[config.mk]
export PLATFORM = sky130hd
export DESIGN_NAME = pl0_div
export DESIGN_NICKNAME = d
export VERILOG_FILES = /design/src/design/pl0_pkg.sv /design/src/design/pl0_div.sv
export SDC_FILE = /design/constraint.sdc
export NUM_CORES = 1
export LEC_CHECK = 0
export ABC_AREA = 0
export BUFFER_PORTS_ARGS = -buffer_cell sky130_fd_sc_hd__buf_2
export CORE_AREA = 4 4 116 118
export DETAILED_ROUTE_END_ITERATION = 16
export DIE_AREA = 0 0 120 122
export HOLD_SLACK_MARGIN = 0.12
export PLACE_DENSITY_LB_ADDON = 0.08
export SYNTH_ARGS = -nofsm -noshare
export SYNTH_HDL_FRONTEND = slang
export SYNTH_SLANG_ARGS = --single-unit
[constraint.sdc]
create_clock -name clk -period 6.2 [get_ports clk]
set_input_delay 0.31 -clock clk [delete_from_list [all_inputs] [get_ports clk]]
set_output_delay 0.31 -clock clk [all_outputs]
set_load 0.01 [all_outputs]
[src/design/pl0_pkg.sv]
// shared types, constants and codes of the pl/0 stack machine core
// no dependencies

package pl0_pkg;

  localparam int DATA_W    = 32;
  localparam int MEM_DEPTH = 512;
  localparam int ADDR_W    = $clog2(MEM_DEPTH);
  localparam int SP_W      = 10;
  localparam int EXT_W     = DATA_W + 2;
  localparam int DIV_STEPS = DATA_W;
  localparam int CNT_W     = $clog2(DIV_STEPS + 1);
  localparam int IN_W      = 80;
  localparam int OUT_W     = 72;

  localparam logic [ADDR_W-1:0] START_PC_RST  = ADDR_W'(10);
  localparam logic [SP_W-1:0]   STACK_TOP_RST = SP_W'(500);
  localparam logic [ADDR_W-1:0] BP_RST        = ADDR_W'(499);

  // result item bit positions
  localparam int O_HALT  = 28;
  localparam int O_OUTV  = 29;
  localparam int O_VAL_L = 30;
  localparam int O_VAL_H = 61;
  localparam int O_INP   = 62;
  localparam int O_ERR_L = 63;
  localparam int O_ERR_H = 64;

  typedef logic signed [DATA_W-1:0] word_t;
  typedef logic signed [EXT_W-1:0]  ext_t;

  localparam logic FUNC_LOAD = 1'b0;
  localparam logic FUNC_STEP = 1'b1;

  localparam logic CFG_START_PC  = 1'b0;
  localparam logic CFG_STACK_TOP = 1'b1;

  localparam logic [1:0] ERR_NONE = 2'd0;
  localparam logic [1:0] ERR_DIVZ = 2'd1;
  localparam logic [1:0] ERR_ADDR = 2'd2;

  localparam word_t OP_LIT = 32'sd1;
  localparam word_t OP_OPR = 32'sd2;
  localparam word_t OP_LOD = 32'sd3;
  localparam word_t OP_STO = 32'sd4;
  localparam word_t OP_CAL = 32'sd5;
  localparam word_t OP_INC = 32'sd6;
  localparam word_t OP_JMP = 32'sd7;
  localparam word_t OP_JPC = 32'sd8;
  localparam word_t OP_SYS = 32'sd9;

  localparam word_t OPR_RTN = 32'sd0;
  localparam word_t OPR_ADD = 32'sd1;
  localparam word_t OPR_SUB = 32'sd2;
  localparam word_t OPR_MUL = 32'sd3;
  localparam word_t OPR_DIV = 32'sd4;
  localparam word_t OPR_EQL = 32'sd5;
  localparam word_t OPR_NEQ = 32'sd6;
  localparam word_t OPR_LSS = 32'sd7;
  localparam word_t OPR_LEQ = 32'sd8;
  localparam word_t OPR_GTR = 32'sd9;
  localparam word_t OPR_GEQ = 32'sd10;

  localparam word_t SYS_WRITE = 32'sd1;
  localparam word_t SYS_READ  = 32'sd2;
  localparam word_t SYS_HALT  = 32'sd3;

  typedef enum logic [4:0] {
    ST_IDLE, ST_F0, ST_F1, ST_F2, ST_F3, ST_DEC,
    ST_RT1, ST_RT2, ST_O1, ST_O2, ST_EX, ST_DIVW,
    ST_J1, ST_S1, ST_WALK, ST_WALK_C, ST_CYC, ST_CYC_C, ST_MODW,
    ST_AW, ST_L1, ST_T1, ST_FIN, ST_COMMIT, ST_DONE
  } state_t;

  typedef struct packed {
    logic start;
    logic sgn;
  } div_req_t;

  function automatic ext_t sx(word_t w);
    return {{(EXT_W-DATA_W){w[DATA_W-1]}}, w};
  endfunction

  function automatic logic word_in_mem(word_t w);
    return (w >= 0) && (w < MEM_DEPTH);
  endfunction

  function automatic logic ext_in_mem(ext_t e);
    return (e >= 0) && (e < ext_t'(MEM_DEPTH));
  endfunction

endpackage

[src/design/pl0_div.sv]
// shared restoring divider, one quotient bit per cycle, signed or unsigned
// depends on pl0_pkg

module pl0_div import pl0_pkg::*; (
  input  logic     clk,
  input  logic     rst,
  input  div_req_t req,
  input  word_t    dividend,
  input  word_t    divisor,
  output logic     done,
  output word_t    quotient,
  output word_t    remainder
);

  logic [DATA_W-1:0] quo;
  logic [DATA_W-1:0] rem;
  logic [DATA_W-1:0] dmag;
  logic [CNT_W-1:0]  cnt;
  logic              qneg;
  logic              busy;
  logic [DATA_W:0]   shifted;
  logic [DATA_W:0]   trial;

  assign shifted   = {rem, quo[DATA_W-1]};
  assign trial     = shifted - {1'b0, dmag};
  assign done      = busy && (cnt == '0);
  assign quotient  = qneg ? -word_t'(quo) : word_t'(quo);
  assign remainder = word_t'(rem);

  always_ff @(posedge clk) begin
    if (rst) begin
      busy <= 1'b0;
    end else if (req.start) begin
      busy <= 1'b1;
    end else if (done) begin
      busy <= 1'b0;
    end
  end

  always_ff @(posedge clk) begin
    if (req.start) begin
      quo  <= (req.sgn && dividend[DATA_W-1]) ? -dividend : dividend;
      dmag <= (req.sgn && divisor[DATA_W-1]) ? -divisor : divisor;
      rem  <= '0;
      cnt  <= CNT_W'(DIV_STEPS);
      qneg <= req.sgn && (dividend[DATA_W-1] ^ divisor[DATA_W-1]);
    end else if (busy && cnt != '0) begin
      if (!trial[DATA_W]) begin
        rem <= trial[DATA_W-1:0];
        quo <= {quo[DATA_W-2:0], 1'b1};
      end else begin
        rem <= shifted[DATA_W-1:0];
        quo <= {quo[DATA_W-2:0], 1'b0};
      end
      cnt <= cnt - CNT_W'(1);
    end
  end

endmodule

* Word level (Yosys, flattened, before mapping) *
Index checks and enable logic that the tools add are counted.

storage, ports and cells
  register bits after elaboration = 104
  input bits = 68
  output and inout bits = 65
  word-level logic and storage cells = 30

cells by class
  add/subtract/negate cells = 5
  muxes and demuxes = 9
  bitwise logic cells = 1
  reduce and logical (&&, ||, !) cells = 9

operators by type and width
  kind                 count
  $mux 32              6
  $neg 32->32          3
  $sub 33x32->33       1
  $logic_not 6->1      1
  $reduce_bool 6->1    1
  $sub 6x1->6 const B  1
  $logic_and 1x1->1    5
  $reduce_bool 2->1    2
  $mux 1               3
  $xor 1x1->1          1

* Logic depth before layout (Yosys ltp) *
Gate-level depths: netlist of the first run.

  depth after elaboration = 4
  mapped depth = 13
  depth with buffers taken out = 12

* Worst setup path after synthesis of the first run *
No wires, ideal clock.

  kind = register to output
  from = register quo[4]
  to = output port quotient[28]
  data arrival time = 2937 ps
  required time = 5890 ps
  setup slack = 2953 ps
  cell stages (with the launch flop) = 10
  buffers on the path = 0
  cell sequence = edfxtp_1 or3_4 nor4_4 nand2_2 or3_4 or3_4 or3_4 or4_4 o21ai_2 xnor2_1

between the ends
  word-level cells in the longest chain between the ends = 2

ends and longest elaborated chain
  item                      RTL line       text
  start: declaration        pl0_div.sv:15  logic [DATA_W-1:0] quo;
  start signal: assignment  pl0_div.sv:42  quo <= (req.sgn && dividend[DATA_W-1]) ? -dividend : dividend;
  start signal: assignment  pl0_div.sv:50  quo <= {quo[DATA_W-2:0], 1'b1};
  start signal: assignment  pl0_div.sv:53  quo <= {quo[DATA_W-2:0], 1'b0};
  $neg 32->32               pl0_div.sv:27  assign quotient = qneg ? -word_t'(quo) : word_t'(quo);
  $mux 32                   pl0_div.sv:27
  end: declaration          pl0_div.sv:11  output word_t quotient,

Every way passes these cells.

* Final worst setup path of the first run *
  from = register quo[4]
  to = output port quotient[30]

Same word-level chain as after synthesis.

==> results_dict.tcl, run 1 <==
set metrics [dict create \
    maxCapViolCount 0 \
    die_h_um 122 \
    ctsHtreeMaxLevel 3 \
    drive_gt1_share_pct 17.43 \
    ctsHoldBuffers 1 \
    arrival_ns 3.61 \
    fp.coreArea_mm2 0.01247 \
    min_path_type "in2reg" \
    gp_congestion 0.9026 \
    grt_pass1_wl_mm 29.08 \
    vias 6737 \
    route.detailed.drc 0 \
    power_density_mw_per_mm2 265.3 \
    grt.total_usage_pct 24.27 \
    fmax_mhz 254.9 \
    drv_slew 0 \
    finalSetupViolations 0 \
    die_area_mm2 0.01464 \
    hold_viol 0 \
    synthTopCellsByArea "edfxtp_1 26%, dfxtp_1 10%, xnor2_1 8.5%" \
    grt_pass1_vias 6134 \
    peakVddDrop_mv 0.1479 \
    routed_via_density 5.758 \
    cts_setup_buffers 0 \
    synth-edff-count 65 \
    syn_area_mm2 0.007627 \
    drt_iter0_markers 531 \
    dp_worst_setup_slack_ns 2.314 \
    first_pass_iters 5 \
    ios 133 \
    cts_made_buffers 9 \
    cp_cell_sequence "or3_4 -> nor4_4 -> nand2_2 -> or3_4 -> or3_4 -> or3_4 -> or4_4 -> o21ai_2 -> xnor2_1 -> buf_2" \
    slowest_delay_ns 0.46 \
    post-route-min-period_ns 3.923 \
    worst_setup_path_end_kind "primary output" \
    ys_seq_area_share_pct 35.83 \
    ys_types 60 \
    final.setup.worst_slack_ns 2.277 \
    synth_top_area_share_pct 25.59 \
    synth-async-reset-ratio_pct 0 \
    rsz0062_at_grt "false" \
    outcome "finished, final reports clean" \
    antenna_found_initial 0 \
    cts.sinks 104 \
    cts_tree "built" \
    synth_fp_nets 987 \
    ys.flop_type "edfxtp_1" \
    period_share_pct 63.27 \
    wl_per_cell_um 15.34 \
    cp_max_fo 4 \
    cts_buffer_depth 2 \
    worst_pin_slew_ns 1.081 \
    mostFrequentLayoutCells "131 x buf_2, 110 x a21oi_1, 74 x xnor2_1, 71 x o21ai_0, 68 x nor2_1" \
    root_buffer "clkbuf_16" \
    setup_tns_ns 0 \
    cp_slowest_cell "edfxtp_1" \
    layout_commonest_cell "buf_2" \
    yosysTopAreaCell "edfxtp_1" \
    synth_cells 882 \
    grt_max_degree 86 \
    yosys_warnings 0 \
    wirelength_mm 17.95 \
    path_clk_slew_ns 0.07 \
    final_net_count 1098 \
    fin_skew_ns 0.005946 \
    start_util_pct 61.19 \
    area_growth_syn_to_layout_pct 14.47 \
    slew_headroom_pct 27.97 \
    utilization_pct 70.04 \
    leakage_nw 3.812 \
    cp-start-kind "flop" \
    clk_latency_ns 0.35 \
    avgSynthCellArea_um2 8.648 \
    antenna_cells 0 \
    cts_resized 0 \
    ys_ff_latch 104 \
    dp_hpwl_mm 13.36 \
    rows 41 \
    die_w_um 120 \
    gr-total-overflow 0 \
    required_ns 5.89 \
    path_common_cell "or3_4" \
    port_buffers 132 \
    crit_type "reg2out" \
    ant_nets 0 \
]
## synthesized netlist by cell type, types with 4 or more instances
library cell    n
nor2_1         68
o21ai_0        71
ha_1           36
dfxtp_1        39
nand2b_1        5
nand3_1        16
nor3_1         17
xnor2_1        74
o41ai_1        10
and3_1          8
nor2b_1         4
a211oi_1        5
nand2_1        64
o211ai_1        4
inv_1          53
xor2_1         50
clkbuf_1       33
a21o_1         14
edfxtp_1       65
o31ai_1        21
a21oi_1       110
nor4_1         11
or3_1           5
a31oi_1         9
o21a_1          5
or3_4           5
mux2i_1        26
## worst paths after layout
| kind | from | endpoint | slack (ns) | cells past startpoint |
|---|---|---|---|---|
| min reg2reg | cnt[5]$_SDFFE_PP1P_ | cnt[4]$_SDFFE_PP0P_ | 0.52 | 2 |
| max | quo[4]$_DFFE_PP_ | quotient[30] | 2.28 | 10 |
| max reg2reg | quo[31]$_DFFE_PP_ | remainder[1]$_SDFFE_PP0P_ | 2.33 | 13 |
| min | divisor[0] | dmag[0]$_DFFE_PP_ | 0.20 | 1 |
## logic make-up (layout without fill, tap and decap cells)
group                      Yosys count  after routing  synth area share [%]
buffers and inverters               91            207                 4.577
muxes                               27             27                 3.560
DFF                                104            104                 35.83
and+or+nand+nor                    227            227                 14.60
adders and majority gates           37             37                 6.168
AOI/OAI and AO/OA                  272            272                 21.03
xor gates and xnor gates           124            124                 14.24
## metrics by stage
| stage | total power [W] | instances | hold WS, ns | cell area, um^2 |
|---|---|---|---|---|
| finish | 0.002317 | 1170 | 0.1987 | 8731 |
| CTS | 0.002324 | 1170 | 0.1859 | 8731 |
| floorplan | 0.001499 | 882 | 0.3791 | 7627 |
| global placement | 0.001729 | 1153 | 0.4664 | 8413 |
| detailed placement | 0.001739 | 1153 | 0.4713 | 8413 |
| global route | 0.002457 | 1170 | 0.1885 | 8731 |
## metal layers
layer	vias to the layer above	wire length [um]	part of all wire (%)	global-route usage (%)
met5	-	0	0	0
met4	0	359	2.0	8.590
met3	27	991	5.5	4.457
met2	174	8079	45	37.51
met1	3139	8516	47	34.24
li1	3397	-	-	-
## layout make-up
| type | instances | area [um^2] |
|---|---|---|
| inverters | 53 | 198.9 |
| fillers | 1082 | 3735 |
| multi-input cells | 687 | 4566 |
| clock buffers | 11 | 264.0 |
| repair buffers | 138 | 710.7 |
| well taps | 172 | 215.2 |
| clock inverters | 5 | 43.79 |
| flip-flops and latches | 104 | 2733 |
## power by group
part | internal, W | leakage, nW | switching [W]
Combinational | 0.000352 | 2.70 | 0.000468
Sequential | 0.000834 | 0.959 | 0.0000774
Clock | 0.000315 | 0.153 | 0.000271
Total | 0.00150 | 3.81 | 0.000817
## state kept, by name (all words and copies together) (netlist names)
register / cells
busy: 1
quo: 32
dmag: 32
remainder: 32
cnt: 6
qneg: 1
## worst max-delay path: cells and delay by family (launching register included)
kind / cells / cell delay [ns]
AND/OR/NAND/NOR: 7 / 2.40
buffers and inverters: 1 / 0.15
AO/OA/AOI/OAI: 1 / 0.13
XOR/XNOR: 1 / 0.12
flip-flops: 1 / 0.46
(Power assumes the default switching activity.)
==> run 2, diff against run 1 <==
--- a/config.mk
+++ b/config.mk
@@ -7,9 +7,9 @@
 export LEC_CHECK = 0
 export ABC_AREA = 0
 export BUFFER_PORTS_ARGS = -buffer_cell sky130_fd_sc_hd__buf_2
-export CORE_AREA = 4 4 116 118
+export CORE_AREA = 4 4 127 129
 export DETAILED_ROUTE_END_ITERATION = 16
-export DIE_AREA = 0 0 120 122
+export DIE_AREA = 0 0 131 133
 export HOLD_SLACK_MARGIN = 0.12
 export PLACE_DENSITY_LB_ADDON = 0.08
 export SYNTH_ARGS = -nofsm -noshare
==> constraint.sdc (replaced) <==
create_clock -name clk -period 3.45 [get_ports clk]
set_input_delay 0.1725 -clock clk [delete_from_list [all_inputs] [get_ports clk]]
set_output_delay 0.1725 -clock clk [all_outputs]
set_load 0.01 [all_outputs]
==> run 2 against run 1 <==
The run now ends with negative setup slack left. Sequential power rose by 80%. Cell count is 3.1% higher. Count of clock-buffer cells in the layout unchanged. Register-to-register slack got worse by 2.1 ns. Global-route usage decreased by 3.1 points. Utilization fell by 11 points. Via count shrank 1.6%. Combinational power up 84%. Worst setup slack lost 2.4 ns. Non-clock buffer count grew 20. Critical path type unchanged. Largest power group unchanged.
==> results_dict.tcl, run 2 (synthesis gave the netlist of run 1 again) <==
set metrics [dict create \
    hold_viol 0 \
    fp.coreArea_mm2 0.01503 \
    finalSetupViolations 2 \
    drv_slew 0 \
    clockPowerShare_pct 24.6 \
    fmax_mhz 279.6 \
    switchingPower_w 0.001458 \
    peakVddDrop_mv 0.2795 \
    worst_setup_path_end_kind "primary output" \
    wirelength_mm 18.55 \
    final_net_count 1118 \
    antenna_found_initial 0 \
    post-route-min-period_ns 3.577 \
    p_int_w 0.002720 \
    grt_pass1_vias 5989 \
    wl_per_cell_um 15.38 \
    clk_latency_ns 0.36 \
    drt_iter0_markers 400 \
    period_share_pct 103.7 \
    slew_headroom_pct 37.90 \
    met1_length_mm 8.840 \
    cp_max_fo 3 \
    cts_buffer_depth 2 \
    mostFrequentLayoutCells "131 x buf_2, 109 x a21oi_1, 74 x xnor2_1, 71 x o21ai_0, 68 x nor2_1" \
    ios 133 \
    port_buffers 132 \
    min_path_type "in2reg" \
    combPwrFrac_pct 36.2 \
    crit_type "reg2out" \
    path_clk_slew_ns 0.07 \
    start_util_pct 50.74 \
    violations "negative setup slack" \
    die_w_um 131 \
    vias 6630 \
    grt_pass1_wl_mm 29.65 \
    cts_made_buffers 9 \
    rows 45 \
    placed_cells 1181 \
    required_ns 3.28 \
    top_layer_used "met4" \
    p_seq_share_pct 39.2 \
    nFillCells 1391 \
    utilization_pct 59.18 \
    root_buffer "clkbuf_16" \
    rsz0062_at_grt "true" \
    wl_met2_mm 8.418 \
    arrival_ns 3.40 \
    ant_nets 0 \
    fin_cells 1206 \
    first_pass_iters 5 \
    gr-total-overflow 0 \
    final.setup.worst_slack_ns -0.1271 \
    cts.sinks 104 \
    antenna_cells 0 \
    cp-start-kind "flop" \
    fin_skew_ns 0.01106 \
    grt_max_degree 69 \
    grt.total_usage_pct 21.13 \
    cts_tree "built" \
    die_h_um 133 \
    gp_congestion 0.8546 \
    maxCapViolCount 0 \
    power_density_mw_per_mm2 469.6 \
    outcome "finished, violations left" \
    die_area_mm2 0.01742 \
    switching_share_pct 34.89 \
    layout_commonest_cell "buf_2" \
    worst_pin_slew_ns 0.9315 \
    dp_hpwl_mm 14.05 \
    wl_met3_mm 1.026 \
    area_growth_syn_to_layout_pct 16.65 \
    route.detailed.drc 0 \
    leakage_nw 3.901 \
    ctsHtreeMaxLevel 3 \
    drive_gt1_share_pct 18.86 \
    routed_via_density 5.498 \
]
run 2: changes by cell type in the layout (fill, tap and decap cells not counted), moves of 2 or more:
cell / before / now
clkinv_2: 0 / 2
dlygate4sd3_1: 1 / 3
clkbuf_1: 0 / 2
inv_6: 4 / 1
buf_4: 6 / 23
run 2: power by group through the flow:
stage               logic [W]  clock network [W]  registers [W]
global placement      0.00149                  0        0.00166
detailed placement    0.00150                  0        0.00166
floorplan             0.00104                  0        0.00165
global route          0.00168            0.00111        0.00166
CTS                   0.00151            0.00106        0.00164
finish                0.00151            0.00103        0.00164
run 2: area by class of cell:
class                           count  area [um^2]  area share (%)
Multi-Input combinational cell    687         4571           51.37
Clock buffer                       11        232.7           2.616
Clock inverter                      5        57.56          0.6469
Tap cell                          188        235.2           2.644
Inverter                           53        198.9           2.236
Sequential cell                   104         2733           30.71
Timing Repair Buffer              158        869.6           9.774
run 2: per-stage QoR:
step / area, um^2 / hold WS (ns) / total power, W / worst slack (ns) / setup TNS, ns
floorplan: 7627 / 0.2416 / 0.002693 / 0.3407 / 0
global placement: 8523 / 0.3328 / 0.003151 / 0.2309 / 0
detailed placement: 8523 / 0.3362 / 0.003159 / 0.1809 / 0
CTS: 8874 / 0.1237 / 0.004205 / -0.1397 / -0.2666
global route: 8897 / 0.1297 / 0.004452 / -0.2701 / -0.5161
finish: 8897 / 0.1374 / 0.004178 / -0.1271 / -0.2425
run 2: metal layers:
metal / vias up / track usage, %
met4: 0 / 5.086
met2: 149 / 32.42
met1: 3022 / 29.78
met5: - / 0
li1: 3439 / -
met3: 20 / 5.410
run 2: worst max-delay path: stages, from the launching register on:
cell and delay (ns):
edfxtp_1 0.39, or3_4 0.42, nor4_4 0.17, nand2_2 0.08
or3_4 0.40, or3_4 0.36, or3_4 0.38, or4_4 0.44
o21ai_2 0.13, xnor2_1 0.12, buf_2 0.15
run 2: repair_timing:
item,CTS,global route
pin swaps,1,0
resized for setup,0,3
hold buffers,3,0
setup endpoints to repair,2,25
buffers inserted,4,2
hold endpoints to repair,3,0
run 2: final timing paths:
check | startpoint | to | slack (ns) | cells after the start
min reg2reg | cnt[1]$_SDFFE_PP0P_ | cnt[1]$_SDFFE_PP0P_ | 0.52 | 2
min | divisor[8] | dmag[8]$_DFFE_PP_ | 0.14 | 2
max | quo[4]$_DFFE_PP_ | quotient[28] | -0.13 | 10
max reg2reg | quo[31]$_DFFE_PP_ | remainder[18]$_SDFFE_PP0P_ | 0.27 | 13
